==> src/hdl/dcfr_pkg.sv <==
// ----------------------------------------------------------------------------
// dcfr_pkg
// Shared types and constants of the delimited command frame receiver.
// ----------------------------------------------------------------------------
`default_nettype none

package dcfr_pkg;

  localparam int unsigned ByteW    = 8;
  localparam int unsigned CfgIdxW  = 8;

  // configuration register indexes
  localparam logic [CfgIdxW-1:0] CfgStartChar = 8'd0;
  localparam logic [CfgIdxW-1:0] CfgEndChar   = 8'd1;

  localparam logic [ByteW-1:0] StartCharRst = 8'd35;
  localparam logic [ByteW-1:0] EndCharRst   = 8'd33;

  typedef enum logic {
    OP_BYTE = 1'b0,
    OP_TAKE = 1'b1
  } op_e;

  typedef enum logic [1:0] {
    TAKE_NONE,
    TAKE_EMPTY,
    TAKE_STREAM
  } take_kind_e;

  typedef enum logic [1:0] {
    ST_IDLE,
    ST_REPLY,
    ST_FETCH,
    ST_STREAM
  } state_e;

  // controller to datapath
  typedef struct packed {
    logic byte_en;
    logic take_en;
    logic rd_en;
    logic load_reply;
    logic load_char;
  } cmd_t;

  // datapath to controller
  typedef struct packed {
    take_kind_e take_kind;
    logic       rem_one;
    logic       slot_free;
  } status_t;

  typedef struct packed {
    logic             has_command;
    logic             byte_valid;
    logic [ByteW-1:0] cmd_byte;
    logic             last;
  } res_t;

endpackage

`default_nettype wire

==> src/hdl/dcfr_if.sv <==
// ----------------------------------------------------------------------------
// dcfr_if
// Valid/ready channels of the frame receiver: input items, results, config.
// ----------------------------------------------------------------------------
`default_nettype none

interface dcfr_in_if;
  logic                        valid;
  logic                        ready;
  logic                        opcode;
  logic [dcfr_pkg::ByteW-1:0]  rx_byte;
  logic [dcfr_pkg::ByteW-1:0]  out_limit;

  modport source (output valid, output opcode, output rx_byte, output out_limit,
                  input ready);
  modport sink   (input valid, input opcode, input rx_byte, input out_limit,
                  output ready);
endinterface

interface dcfr_out_if;
  logic                        valid;
  logic                        ready;
  logic                        has_command;
  logic                        byte_valid;
  logic [dcfr_pkg::ByteW-1:0]  cmd_byte;
  logic                        last;

  modport source (output valid, output has_command, output byte_valid,
                  output cmd_byte, output last, input ready);
  modport sink   (input valid, input has_command, input byte_valid,
                  input cmd_byte, input last, output ready);
endinterface

interface dcfr_cfg_if;
  logic                         valid;
  logic                         ready;
  logic [dcfr_pkg::CfgIdxW-1:0] index;
  logic [dcfr_pkg::ByteW-1:0]   data;

  modport source (output valid, output index, output data, input ready);
  modport sink   (input valid, input index, input data, output ready);
endinterface

`default_nettype wire

==> src/hdl/dcfr_ctrl.sv <==
// ----------------------------------------------------------------------------
// dcfr_ctrl
// Controller: accepts items and sequences the read-out of a held command.
// ----------------------------------------------------------------------------
`default_nettype none

module dcfr_ctrl (
  input  wire logic              clk_i,
  input  wire logic              rst_ni,
  input  wire logic              in_valid_i,
  input  wire logic              opcode_i,
  output logic                   in_ready_o,
  input  wire dcfr_pkg::status_t status_i,
  output dcfr_pkg::cmd_t         cmd_o
);

  dcfr_pkg::state_e state_q, state_d;
  logic             accept;
  logic             is_take;

  assign in_ready_o = (state_q == dcfr_pkg::ST_IDLE);
  assign accept     = in_valid_i & in_ready_o;
  assign is_take    = (dcfr_pkg::op_e'(opcode_i) == dcfr_pkg::OP_TAKE);

  always_ff @(posedge clk_i or negedge rst_ni) begin
    if (!rst_ni) begin
      state_q <= dcfr_pkg::ST_IDLE;
    end else begin
      state_q <= state_d;
    end
  end

  // next state
  always_comb begin
    state_d = state_q;
    unique case (state_q)
      dcfr_pkg::ST_IDLE: begin
        if (accept && is_take) begin
          if (status_i.take_kind == dcfr_pkg::TAKE_STREAM) begin
            state_d = dcfr_pkg::ST_FETCH;
          end else begin
            state_d = dcfr_pkg::ST_REPLY;
          end
        end
      end
      dcfr_pkg::ST_REPLY: begin
        if (status_i.slot_free) begin
          state_d = dcfr_pkg::ST_IDLE;
        end
      end
      dcfr_pkg::ST_FETCH: begin
        state_d = dcfr_pkg::ST_STREAM;
      end
      dcfr_pkg::ST_STREAM: begin
        if (status_i.slot_free && status_i.rem_one) begin
          state_d = dcfr_pkg::ST_IDLE;
        end
      end
      default: state_d = dcfr_pkg::ST_IDLE;
    endcase
  end

  // outputs
  always_comb begin
    cmd_o = '0;
    unique case (state_q)
      dcfr_pkg::ST_IDLE: begin
        cmd_o.byte_en = accept & ~is_take;
        cmd_o.take_en = accept & is_take;
      end
      dcfr_pkg::ST_REPLY: begin
        cmd_o.load_reply = status_i.slot_free;
      end
      dcfr_pkg::ST_FETCH: begin
        cmd_o.rd_en = 1'b1;
      end
      dcfr_pkg::ST_STREAM: begin
        cmd_o.load_char = status_i.slot_free;
        // prefetch the next character while this one moves out
        cmd_o.rd_en     = status_i.slot_free & ~status_i.rem_one;
      end
      default: cmd_o = '0;
    endcase
  end

`ifndef SYNTHESIS
  a_take_leaves_idle: assert property (@(posedge clk_i) disable iff (!rst_ni)
    cmd_o.take_en |=> state_q != dcfr_pkg::ST_IDLE)
    else $error("take did not start a read-out");
  a_fetch_then_stream: assert property (@(posedge clk_i) disable iff (!rst_ni)
    state_q == dcfr_pkg::ST_FETCH |=> state_q == dcfr_pkg::ST_STREAM)
    else $error("fetch not followed by stream");
  a_load_exclusive: assert property (@(posedge clk_i) disable iff (!rst_ni)
    !(cmd_o.load_char && cmd_o.load_reply))
    else $error("two results loaded at once");
`endif

endmodule

`default_nettype wire

==> src/hdl/dcfr_datapath.sv <==
// ----------------------------------------------------------------------------
// dcfr_datapath
// Frame store, frame assembly, held command and result register.
// ----------------------------------------------------------------------------
`default_nettype none

module dcfr_datapath #(
  parameter int unsigned FrameBufSize = 64
) (
  input  wire logic                         clk_i,
  input  wire logic                         rst_ni,
  input  wire dcfr_pkg::cmd_t               cmd_i,
  output dcfr_pkg::status_t                 status_o,
  input  wire logic [dcfr_pkg::ByteW-1:0]   rx_byte_i,
  input  wire logic [dcfr_pkg::ByteW-1:0]   out_limit_i,
  input  wire logic                         cfg_valid_i,
  input  wire logic [dcfr_pkg::CfgIdxW-1:0] cfg_index_i,
  input  wire logic [dcfr_pkg::ByteW-1:0]   cfg_data_i,
  input  wire logic                         out_ready_i,
  output logic                              out_valid_o,
  output dcfr_pkg::res_t                    result_o
);

  localparam int unsigned CntW = $clog2(FrameBufSize);
  localparam logic [CntW-1:0] FillMax = CntW'(FrameBufSize - 1);

  typedef logic [dcfr_pkg::ByteW-1:0] byte_t;

  byte_t                start_char_q, end_char_q;
  byte_t                mem [FrameBufSize];
  byte_t                rd_data_q;
  byte_t                first_q, first_d;
  byte_t                last_q, last_d;
  logic [CntW-1:0]      fill_q, fill_d;
  logic                 in_frame_q, in_frame_d;
  logic                 cmd_ready_q, cmd_ready_d;
  logic [CntW-1:0]      cmd_len_q, cmd_len_d;
  logic [CntW-1:0]      rem_q;
  logic [CntW-1:0]      rd_idx_q;
  logic [CntW-1:0]      take_len;
  dcfr_pkg::take_kind_e take_kind;
  logic                 reply_has_q;
  logic                 out_valid_q;
  dcfr_pkg::res_t       res_q;
  logic                 wr_en;
  logic [CntW-1:0]      wr_addr;
  logic                 has_room;
  logic [CntW-1:0]      fill_end;
  byte_t                last_end;
  logic                 slot_free;

  // ---- configuration registers
  always_ff @(posedge clk_i or negedge rst_ni) begin
    if (!rst_ni) begin
      start_char_q <= dcfr_pkg::StartCharRst;
      end_char_q   <= dcfr_pkg::EndCharRst;
    end else if (cfg_valid_i) begin
      unique case (cfg_index_i)
        dcfr_pkg::CfgStartChar: start_char_q <= cfg_data_i;
        dcfr_pkg::CfgEndChar:   end_char_q   <= cfg_data_i;
        default: ;
      endcase
    end
  end

  // ---- frame assembly
  assign has_room = (fill_q < FillMax);
  assign fill_end = has_room ? fill_q + 1'b1 : fill_q;
  assign last_end = has_room ? rx_byte_i : last_q;

  always_comb begin
    fill_d      = fill_q;
    in_frame_d  = in_frame_q;
    cmd_ready_d = cmd_ready_q;
    cmd_len_d   = cmd_len_q;
    first_d     = first_q;
    last_d      = last_q;
    wr_en       = 1'b0;
    wr_addr     = fill_q;
    if (cmd_i.byte_en && !cmd_ready_q) begin
      if (!in_frame_q) begin
        if (rx_byte_i == start_char_q) begin
          wr_en      = 1'b1;
          wr_addr    = '0;
          first_d    = rx_byte_i;
          last_d     = rx_byte_i;
          fill_d     = CntW'(1);
          in_frame_d = 1'b1;
        end
      end else if (rx_byte_i == end_char_q) begin
        wr_en  = has_room;
        last_d = last_end;
        if (fill_end >= CntW'(2) && first_q == start_char_q && last_end == end_char_q) begin
          cmd_ready_d = 1'b1;
          cmd_len_d   = fill_end;
        end
        fill_d     = '0;
        in_frame_d = 1'b0;
      end else if (rx_byte_i == start_char_q) begin
        wr_en   = 1'b1;
        wr_addr = '0;
        first_d = rx_byte_i;
        last_d  = rx_byte_i;
        fill_d  = CntW'(1);
      end else if (has_room) begin
        wr_en  = 1'b1;
        last_d = rx_byte_i;
        fill_d = fill_q + 1'b1;
      end else begin
        fill_d     = '0;
        in_frame_d = 1'b0;
      end
    end
    // a take with a command and a nonzero limit releases the command
    if (cmd_i.take_en && take_kind != dcfr_pkg::TAKE_NONE) begin
      cmd_ready_d = 1'b0;
      cmd_len_d   = '0;
    end
  end

  // ---- take decision
  always_comb begin
    if (dcfr_pkg::ByteW'(cmd_len_q) >= out_limit_i) begin
      take_len = CntW'(out_limit_i - 1'b1);
    end else begin
      take_len = cmd_len_q;
    end
    if (!cmd_ready_q || out_limit_i == '0) begin
      take_kind = dcfr_pkg::TAKE_NONE;
    end else if (take_len == '0) begin
      take_kind = dcfr_pkg::TAKE_EMPTY;
    end else begin
      take_kind = dcfr_pkg::TAKE_STREAM;
    end
  end

  assign slot_free = ~out_valid_q | out_ready_i;
  assign status_o  = '{take_kind: take_kind,
                       rem_one:   (rem_q == CntW'(1)),
                       slot_free: slot_free};

  always_ff @(posedge clk_i or negedge rst_ni) begin
    if (!rst_ni) begin
      fill_q      <= '0;
      in_frame_q  <= 1'b0;
      cmd_ready_q <= 1'b0;
      cmd_len_q   <= '0;
      rem_q       <= '0;
      rd_idx_q    <= '0;
      reply_has_q <= 1'b0;
      out_valid_q <= 1'b0;
    end else begin
      fill_q      <= fill_d;
      in_frame_q  <= in_frame_d;
      cmd_ready_q <= cmd_ready_d;
      cmd_len_q   <= cmd_len_d;
      if (cmd_i.take_en) begin
        rem_q       <= take_len;
        rd_idx_q    <= '0;
        reply_has_q <= (take_kind == dcfr_pkg::TAKE_EMPTY);
      end else begin
        if (cmd_i.load_char) begin
          rem_q <= rem_q - 1'b1;
        end
        if (cmd_i.rd_en) begin
          rd_idx_q <= rd_idx_q + 1'b1;
        end
      end
      out_valid_q <= cmd_i.load_char | cmd_i.load_reply | (out_valid_q & ~out_ready_i);
    end
  end

  always_ff @(posedge clk_i) begin
    first_q <= first_d;
    last_q  <= last_d;
  end

  // ---- frame store
  always_ff @(posedge clk_i) begin
    if (wr_en) begin
      mem[wr_addr] <= rx_byte_i;
    end
    if (cmd_i.rd_en) begin
      rd_data_q <= mem[rd_idx_q];
    end
  end

  // ---- result register
  always_ff @(posedge clk_i) begin
    if (cmd_i.load_reply) begin
      res_q.has_command <= reply_has_q;
      res_q.byte_valid  <= 1'b0;
      res_q.cmd_byte    <= '0;
      res_q.last        <= 1'b1;
    end else if (cmd_i.load_char) begin
      res_q.has_command <= 1'b1;
      res_q.byte_valid  <= 1'b1;
      res_q.cmd_byte    <= rd_data_q;
      res_q.last        <= status_o.rem_one;
    end
  end

  assign out_valid_o = out_valid_q;
  assign result_o    = res_q;

`ifndef SYNTHESIS
  a_fill_bound: assert property (@(posedge clk_i) disable iff (!rst_ni)
    fill_q <= FillMax)
    else $error("fill index beyond frame store");
  a_idle_fill_zero: assert property (@(posedge clk_i) disable iff (!rst_ni)
    !in_frame_q |-> fill_q == '0)
    else $error("fill index nonzero outside a frame");
  a_held_len: assert property (@(posedge clk_i) disable iff (!rst_ni)
    cmd_ready_q |-> cmd_len_q >= CntW'(2))
    else $error("held command shorter than two");
  a_publish_from_frame: assert property (@(posedge clk_i) disable iff (!rst_ni)
    $rose(cmd_ready_q) |-> $past(in_frame_q))
    else $error("command published outside a frame");
`endif

endmodule

`default_nettype wire

==> src/hdl/delimited_command_frame_receiver.sv <==
// ----------------------------------------------------------------------------
// delimited_command_frame_receiver
// Assembles start/end delimited text frames and streams out a held command.
//
//   port      role    payload
//   in_chan   sink    opcode, rx_byte, out_limit
//   out_chan  source  has_command, byte_valid, cmd_byte, last
//   cfg_chan  sink    index, data (0 start_char, 1 end_char)
//
// A received byte leaves the controller idle; a new item is accepted the next cycle.
// A take with a one-result reply passes REPLY; a take of n characters reads the
// frame store in FETCH, then STREAM sends one character per cycle unless stalled.
// Stalls on out_chan hold the read-out; one finished result waits in the
// output register while the next input is accepted. Config is always ready.
// Reset is asynchronous and active low; no clearing pass is needed.
// ----------------------------------------------------------------------------
`default_nettype none

module delimited_command_frame_receiver #(
  parameter int unsigned FrameBufSize = 64
) (
  input  wire logic  clk_i,
  input  wire logic  rst_ni,
  dcfr_in_if.sink    in_chan,
  dcfr_out_if.source out_chan,
  dcfr_cfg_if.sink   cfg_chan
);

  dcfr_pkg::cmd_t    cmd;
  dcfr_pkg::status_t status;
  dcfr_pkg::res_t    result;

  assign cfg_chan.ready = 1'b1;

  dcfr_ctrl u_ctrl (
    .clk_i      (clk_i),
    .rst_ni     (rst_ni),
    .in_valid_i (in_chan.valid),
    .opcode_i   (in_chan.opcode),
    .in_ready_o (in_chan.ready),
    .status_i   (status),
    .cmd_o      (cmd)
  );

  dcfr_datapath #(
    .FrameBufSize (FrameBufSize)
  ) u_datapath (
    .clk_i       (clk_i),
    .rst_ni      (rst_ni),
    .cmd_i       (cmd),
    .status_o    (status),
    .rx_byte_i   (in_chan.rx_byte),
    .out_limit_i (in_chan.out_limit),
    .cfg_valid_i (cfg_chan.valid),
    .cfg_index_i (cfg_chan.index),
    .cfg_data_i  (cfg_chan.data),
    .out_ready_i (out_chan.ready),
    .out_valid_o (out_chan.valid),
    .result_o    (result)
  );

  assign out_chan.has_command = result.has_command;
  assign out_chan.byte_valid  = result.byte_valid;
  assign out_chan.cmd_byte    = result.cmd_byte;
  assign out_chan.last        = result.last;

endmodule

`default_nettype wire

==> src/flat_wrapper.sv <==
// flat-port wrapper written by rule: the top's interface ports become plain ports
module delimited_command_frame_receiver_flat 
#(
  parameter int unsigned FrameBufSize = 64
)
  (clk_i, rst_ni, in_chan_valid, in_chan_opcode, in_chan_rx_byte, in_chan_out_limit, in_chan_ready, out_chan_valid, out_chan_has_command, out_chan_byte_valid, out_chan_cmd_byte, out_chan_last, out_chan_ready, cfg_chan_valid, cfg_chan_index, cfg_chan_data, cfg_chan_ready);
  dcfr_in_if in_chan_i ();
  dcfr_out_if out_chan_i ();
  dcfr_cfg_if cfg_chan_i ();
  input  wire logic clk_i;
  input  wire logic rst_ni;
  input wire logic [$bits(in_chan_i.valid)-1:0] in_chan_valid;
  input wire logic [$bits(in_chan_i.opcode)-1:0] in_chan_opcode;
  input wire logic [$bits(in_chan_i.rx_byte)-1:0] in_chan_rx_byte;
  input wire logic [$bits(in_chan_i.out_limit)-1:0] in_chan_out_limit;
  output wire logic [$bits(in_chan_i.ready)-1:0] in_chan_ready;
  output wire logic [$bits(out_chan_i.valid)-1:0] out_chan_valid;
  output wire logic [$bits(out_chan_i.has_command)-1:0] out_chan_has_command;
  output wire logic [$bits(out_chan_i.byte_valid)-1:0] out_chan_byte_valid;
  output wire logic [$bits(out_chan_i.cmd_byte)-1:0] out_chan_cmd_byte;
  output wire logic [$bits(out_chan_i.last)-1:0] out_chan_last;
  input wire logic [$bits(out_chan_i.ready)-1:0] out_chan_ready;
  input wire logic [$bits(cfg_chan_i.valid)-1:0] cfg_chan_valid;
  input wire logic [$bits(cfg_chan_i.index)-1:0] cfg_chan_index;
  input wire logic [$bits(cfg_chan_i.data)-1:0] cfg_chan_data;
  output wire logic [$bits(cfg_chan_i.ready)-1:0] cfg_chan_ready;
  assign in_chan_i.valid = in_chan_valid;
  assign in_chan_i.opcode = in_chan_opcode;
  assign in_chan_i.rx_byte = in_chan_rx_byte;
  assign in_chan_i.out_limit = in_chan_out_limit;
  assign in_chan_ready = in_chan_i.ready;
  assign out_chan_valid = out_chan_i.valid;
  assign out_chan_has_command = out_chan_i.has_command;
  assign out_chan_byte_valid = out_chan_i.byte_valid;
  assign out_chan_cmd_byte = out_chan_i.cmd_byte;
  assign out_chan_last = out_chan_i.last;
  assign out_chan_i.ready = out_chan_ready;
  assign cfg_chan_i.valid = cfg_chan_valid;
  assign cfg_chan_i.index = cfg_chan_index;
  assign cfg_chan_i.data = cfg_chan_data;
  assign cfg_chan_ready = cfg_chan_i.ready;
  delimited_command_frame_receiver #(.FrameBufSize(FrameBufSize)) u_core (.clk_i(clk_i), .rst_ni(rst_ni), .in_chan(in_chan_i), .out_chan(out_chan_i), .cfg_chan(cfg_chan_i));
endmodule
==> config.mk <==
export PLATFORM = sky130hd
export DESIGN_NAME = delimited_command_frame_receiver_flat
export DESIGN_NICKNAME = d
export VERILOG_FILES = /design/src/hdl/dcfr_pkg.sv /design/src/hdl/dcfr_if.sv /design/src/hdl/dcfr_ctrl.sv /design/src/hdl/dcfr_datapath.sv /design/src/hdl/delimited_command_frame_receiver.sv /design/src/flat_wrapper.sv
export SDC_FILE = /design/constraint.sdc
export NUM_CORES = 1
export LEC_CHECK = 0
export CAP_MARGIN = 20
export CORE_MARGIN = 2
export CORE_UTILIZATION = 60
export DETAILED_ROUTE_END_ITERATION = 7
export DONT_BUFFER_PORTS = 1
export PLACE_DENSITY = 0.76
export SLEW_MARGIN = 20
export SYNTH_ARGS = -nofsm -noshare
export SYNTH_HDL_FRONTEND = slang
export SYNTH_SLANG_ARGS = --single-unit
==> constraint.sdc <==
create_clock -name clk_i -period 4 [get_ports clk_i]
set_input_delay 0 -clock clk_i [delete_from_list [all_inputs] [get_ports clk_i]]
set_output_delay 0 -clock clk_i [all_outputs]
set_load 0.1 [all_outputs]
==> results.py, run 1 <==
metrics = {
    "worst_hold_path": {
        "holdCritStartpoint": "in_chan_rx_byte[5]",
        "min_to": "u_core.u_datapath.in_frame_q",
        "whs_path_depth": 5,
        "hold_class": "in2reg",
    },
    "sta": {
        "final-setup-viol-count": 0,
        "rsz0062_at_grt": "no",
        "final.setup_skew_ps": 23.8,
        "tightest_slew_ps": 972,
        "fin_crit_ps": 3800,
        "max_slew_margin": 0.351,
        "final.setup.tns_ps": 0,
        "fin_crit_sh": 0.951,
        "timing.fmax_mhz": 263,
        "finalHoldViolCount": 0,
        "drv_slew": 0,
    },
    "clock_network": {
        "insertion_delay_ps": 610,
        "cts_tree": "done",
        "clockBufferDepth": 3,
        "cts_buffers": 58,
        "clk_pin_slew_worst_paths_ps": 70,
        "cts_sinks": 593,
        "cts_setup_buffers": 0,
        "root_buffer": "clkbuf_16",
        "ctsHtreeMaxLevel": 2,
    },
    "logic_synthesis": {
        "avgSynthCellArea_um2": 19.7,
        "synth_fa_ha_area_frac": 0.00677,
        "syn_nets": 1268,
        "synth_top_family_by_area": "multiplexers",
        "synth_mux_area_frac": 0.176,
        "synth-compound-area-share": 0.0181,
        "synth_edf_count": 537,
        "synth_seq_cells": 593,
        "synth_area_mm2": 0.0240,
        "postSynthCellCount": 1217,
        "ys_types": 63,
        "yosysWarnings": 0,
        "ys.flop_type": "edfxtp_1",
        "async_reset_ff_frac": 0.0776,
        "yosys.area_share.simple": 0.0427,
        "synth_xor_area_frac": 0.0142,
        "yosysSeqAreaShare": 0.728,
    },
    "critical_path": {
        "cp_max_fo": 9,
        "crit_path_end_kind": "register",
        "critPathKind": "reg2reg",
        "r2r_end": "u_core.u_datapath.mem[53][7]",
        "critPathArrivalTime_ps": 4040,
        "reg2reg_depth": 8,
        "r2r_start": "u_core.u_datapath.fill_q[0]",
        "worstSetupStartpointType": "register",
        "worstPathRequired_ps": 4230,
        "r2r_setup_slack_ps": 200,
    },
    "global_route": {
        "first_global_vias": 12600,
        "grt.overflow.total": 0,
        "grt_pass1_wl_mm": 82.3,
        "grt_usage": 0.276,
        "grt_max_degree": 68,
        "antenna_found_initial": 8,
    },
    "detailed_routing": {
        "drt_iter0_markers": 1531,
        "routed_wl_mm": 55.0,
        "drtAntennaViolNets": 0,
        "routedWlPerCell_um": 28.9,
        "vias": 12400,
        "vias_per_cell": 6.50,
        "drcViolationCount": 0,
        "dr.pass1.iters": 6,
    },
    "floorplanning": {
        "initial_utilization": 0.606,
        "core_area_mm2": 0.0396,
        "die_area_mm2": 0.0417,
        "rows": 73,
        "die_w_um": 204,
        "io_pins": 52,
        "die_y_um": 204,
    },
    "pwr": {
        "p_seq_frac": 0.524,
        "combPwrFrac": 0.058,
        "peakVddDrop_v": 0.000361,
        "p_per_area_mw_per_mm2": 488,
        "clkPwrFrac": 0.418,
        "intPower_uw": 10500,
        "p_sw_uw": 2990,
        "p_leak_uw": 0.00898,
        "p_sw_frac": 0.222,
    },
    "cells_and_area": {
        "layout_commonest_cell": "edfxtp_1",
        "final_nets": 1379,
        "fin_util": 0.698,
        "layout_common_cells": "edfxtp_1 (537), mux4_2 (168), nor2_1 (85), clkbuf_16 (59), dlygate4sd3_1 (52)",
        "syn_to_final_growth_pct": 15.1,
        "drive_above_1_share": 0.261,
    },
    "place": {
        "hpwlAfterDp_mm": 31.5,
        "gp_congestion": 0.888,
        "port_buffers": 0,
    },
    "run": {
        "cap_violations": 0,
    },
    "run_status": {
        "status": "finished, final reports clean",
    },
}
[sequential cells by signal, summed over array words and instances (netlist names), 8 cells and up]
register and cells:
u_core.u_datapath.end_char_q 8, u_core.u_datapath.start_char_q 8, u_core.u_datapath.mem 512, u_core.u_datapath.rd_data_q 8
u_core.u_datapath.result_o 11, u_core.u_datapath.last_q 8, u_core.u_datapath.first_q 8
[routing by layer]
metal  vias to the layer above  share of wire  track usage
met3                       111          0.094       0.0644
met5                         -        0.00049            0
met4                         4          0.032       0.0908
met1                      6490           0.39        0.388
li1                       5168              -            -
met2                       618           0.49        0.436
[power by group through the flow]
stage / Sequential, µW / Clock, µW / Combinational (µW)
floorplan: 7150 / 0 / 441
global placement: 7190 / 0 / 557
detailed placement: 7190 / 0 / 567
CTS: 7060 / 5690 / 769
global route: 7080 / 5940 / 840
finish: 7070 / 5650 / 782
[final cells by class]
type | instances | area, µm²
repair buffers | 112 | 1230
flip-flops and latches | 593 | 17500
diodes | 5 | 12.5
well taps | 525 | 657
clock inverters | 35 | 432
multi-input cells | 542 | 6210
fillers | 2412 | 12000
clock buffers | 73 | 1540
inverters | 21 | 78.8
[cells by family after synthesis]
kind of cell | count (synthesis)
and+or+nand+nor | 216
muxes | 210
DFF | 593
adders and majority gates | 13
AOI/OAI and AO/OA | 63
buffers and inverters | 82
other | 1
xor gates and xnor gates | 39
[synth_stat cells, drive strengths merged (5+ instances only)]
cell,count,share of area
a21oi,11,0.0023
nand3,30,0.0062
o21ai,14,0.0029
clkbuf,37,0.0058
ha,13,0.0068
and3,8,0.0023
dfxtp,10,0.0083
mux2i,17,0.0071
edfxtp,537,0.67
dfstp,5,0.0055
xor2,17,0.0062
mux4,168,0.16
mux2,25,0.012
nor2,87,0.014
or3,7,0.0018
a21o,6,0.0019
buf,24,0.0048
xnor2,22,0.0080
dfrtp,41,0.043
nor4,8,0.0021
nand2b,9,0.0023
nand2,40,0.0062
nor3,8,0.0017
inv,21,0.0033
[how the worst max path moves through the flow]
stage | from | to | depth (start not counted)
2_1_floorplan | u_core.u_ctrl.state_q[1] | u_core.u_datapath.mem[0][0] | 7
3_3_place_gp | u_core.u_datapath.fill_q[0] | u_core.u_datapath.mem[21][0] | 8
3_5_place_dp | u_core.u_datapath.fill_q[0] | u_core.u_datapath.mem[53][4] | 8
4_1_cts | u_core.u_datapath.fill_q[1] | u_core.u_datapath.mem[21][0] | 8
5_1_grt | u_core.u_datapath.fill_q[1] | u_core.u_datapath.mem[21][0] | 8
6_report | u_core.u_datapath.fill_q[0] | u_core.u_datapath.mem[53][7] | 8
[metrics by stage]
stage | hold WS, ps | instance area [µm²] | std cells | setup WS (ps) | power (µW)
3_5_place_dp | -294 | 24900 | 1731 | 369 | 7760
2_1_floorplan | -296 | 24000 | 1217 | 641 | 7590
5_1_grt | 74.1 | 27600 | 1903 | 77.2 | 13900
6_report | 60.8 | 27700 | 1906 | 196 | 13500
4_1_cts | 34.9 | 27600 | 1901 | 311 | 13500
3_3_place_gp | -294 | 24900 | 1731 | 577 | 7740
[worst max-delay path, cell delays in order, from the launching register on]
cell      delay (ps)
dfrtp_1          470
ha_1             320
nand3_1          230
nor2_4           110
inv_1            170
nand3_1          120
a211oi_1         570
nand2_1          630
nor2_1           820
[repair_timing]
action                                 in CTS  in global routing
hold buffers                               62                  0
endpoints found under the hold margin     608                  0
resized for setup                           0                  0
No activity file was read; power rests on OpenSTA's default activity.
==> run 2, diff against run 1 <==
Settings changed: CORE_UTILIZATION 60 to 51, PLACE_DENSITY 0.76 to 0.66.
==> run 2 against run 1 <==
  * Register-to-register slack gained 280 ps
  * Fmax rose by 8.0%
  * Worst setup slack improved by 280 ps
  * Largest power group unchanged
  * Design area is 0.64% higher
==> results.py, run 2 (synthesized netlist as in run 1, its figures left out) <==
metrics = {
    "global_route": {
        "grt_usage": 0.237,
        "grt_max_degree": 69,
        "antenna_found_initial": 6,
        "grtUsageMet1": 0.334,
        "gr-usage-met2": 0.380,
        "grt.overflow.total": 0,
        "first_global_vias": 12300,
        "grt.busiest_layer": "met2",
        "grt_pass1_wl_mm": 83.9,
        "gr-usage-met3": 0.0445,
    },
    "clock_network": {
        "clk_pin_slew_worst_paths_ps": 60,
        "cts_buffers": 58,
        "postCtsHoldBufs": 61,
        "insertion_delay_ps": 610,
        "ctsResizeCount": 0,
        "cts_sinks": 593,
        "cts_tree": "done",
        "clockBufferDepth": 3,
        "ctsHtreeMaxLevel": 2,
        "cts_setup_buffers": 0,
        "root_buffer": "clkbuf_16",
    },
    "cells_and_area": {
        "drive_above_1_share": 0.270,
        "regArea_mm2": 0.0175,
        "multiInputGateArea_mm2": 0.00621,
        "layout_common_cells": "edfxtp_1 (537), mux4_2 (168), nor2_1 (85), buf_4 (63), clkbuf_16 (61)",
        "final_nets": 1397,
        "largest_reg_flops": 512,
        "fillers": 3335,
        "regMostFlops": "u_core.u_datapath.mem",
        "layout_commonest_cell": "edfxtp_1",
        "fin_util": 0.598,
        "syn_to_final_growth_pct": 15.8,
        "instances_no_fill": 2009,
    },
    "critical_path": {
        "critPathKind": "reg2reg",
        "slowest_stage": "dlygate4sd3_1",
        "worstPathCellList": "ha_1 -> nor2b_1 -> o211a_1 -> o311ai_0 -> a211o_1 -> mux2i_1 -> dlygate4sd3_1 -> a21oi_1 -> dlygate4sd3_1",
        "max_stage_delay_ps": 590,
        "worstPathRequired_ps": 4490,
        "critPathArrivalTime_ps": 4010,
        "critPathBufInv": 2,
        "cp_top_family": "buffers and inverters",
        "cp_max_fo": 7,
        "worstSetupStartpointType": "register",
        "crit_path_end_kind": "register",
        "cp_common_cell": "dlygate4sd3_1",
    },
    "detailed_routing": {
        "vias": 12100,
        "drt_iter0_markers": 1346,
        "drtAntennaViolNets": 0,
        "dr.pass1.iters": 5,
        "routed_wl_mm": 56.4,
        "routedWlPerCell_um": 28.1,
        "vias_per_cell": 6.03,
        "drcViolationCount": 0,
    },
    "run_status": {
        "status": "finished, final reports clean",
    },
    "place": {
        "placed_cells": 1832,
        "dp_slack_ps": 670,
        "port_buffers": 0,
        "gp_congestion": 0.839,
        "hpwlAfterDp_mm": 32.0,
    },
    "sta": {
        "drv_slew": 0,
        "fin_crit_ps": 3520,
        "rsz0062_at_grt": "no",
        "final-setup-viol-count": 0,
        "fin_hold_ws_ps": 58.0,
        "finalHoldViolCount": 0,
        "timing.fmax_mhz": 284,
        "fin_ws_ps": 479,
        "final.setup_skew_ps": 13.5,
        "final.setup.tns_ps": 0,
        "tightest_slew_ps": 1010,
        "fin_crit_sh": 0.880,
        "max_slew_margin": 0.322,
    },
    "pwr": {
        "p_leak_uw": 0.00905,
        "peakVddDrop_v": 0.000406,
        "p_per_area_mw_per_mm2": 477,
    },
    "worst_hold_path": {
        "hold_class": "in2reg",
    },
    "floorplanning": {
        "core_area_mm2": 0.0466,
        "die_w_um": 221,
        "die_y_um": 221,
        "initial_utilization": 0.516,
        "die_area_mm2": 0.0489,
        "rows": 79,
        "io_pins": 52,
    },
    "run": {
        "cap_violations": 0,
    },
}
## run 2: worst paths after layout
check	start	end	slack, ps	cells after the start
setup reg to reg	u_core.u_datapath.cmd_len_q[1]	u_core.u_datapath.rem_q[0]	480	9
hold reg to reg	u_core.u_datapath.rd_data_q[6]	u_core.u_datapath.result_o[7]	460	2
max in group asynchronous	rst_ni	u_core.u_datapath.rd_idx_q[1]	3190	4
hold / removal	in_chan_out_limit[5]	u_core.u_datapath.reply_has_q	60	6
min in group asynchronous	rst_ni	u_core.u_datapath.start_char_q[0]	550	3
setup / recovery	u_core.u_datapath.cmd_len_q[1]	u_core.u_datapath.rem_q[0]	480	9
## run 2: report_power, final
part	total (µW)	switching, µW	leakage (µW)	internal (µW)
registers	7030	163	0.00551	6870
logic	830	555	0.00261	275
clock network	5400	2250	0.000931	3150
total	13300	2970	0.00905	10300
## run 2: stage by stage
stage | power [µW] | instance area, µm²
after CTS | 13400 | 27800
after floorplan | 7590 | 24000
after detailed placement | 7780 | 25100
final | 13300 | 27800
after global routing | 13700 | 27800
after global placement | 7770 | 25100
## run 2: cell type report
type                            instances  area share
Multi-Input combinational cell        542       0.223
Sequential cell                       593       0.629
Inverter                               21     0.00283
Clock inverter                         39      0.0120
Tap cell                              607      0.0273
Clock buffer                           70      0.0561
Timing Repair Buffer                  130      0.0496
Antenna cell                            7    0.000629
## run 2: metal layers
| layer | up-vias | wire, µm |
|---|---|---|
| met5 | - | 13 |
| met4 | 2 | 1360 |
| met3 | 87 | 3840 |
| met2 | 462 | 28100 |
| met1 | 6348 | 23100 |
| li1 | 5225 | - |
## run 2: tightest hold or removal path, stage by stage
cell and delay [ps]:
inv_1 50, ha_1 140, a21oi_1 60, a21oi_1 140
a31oi_1 100, o21ai_0 140
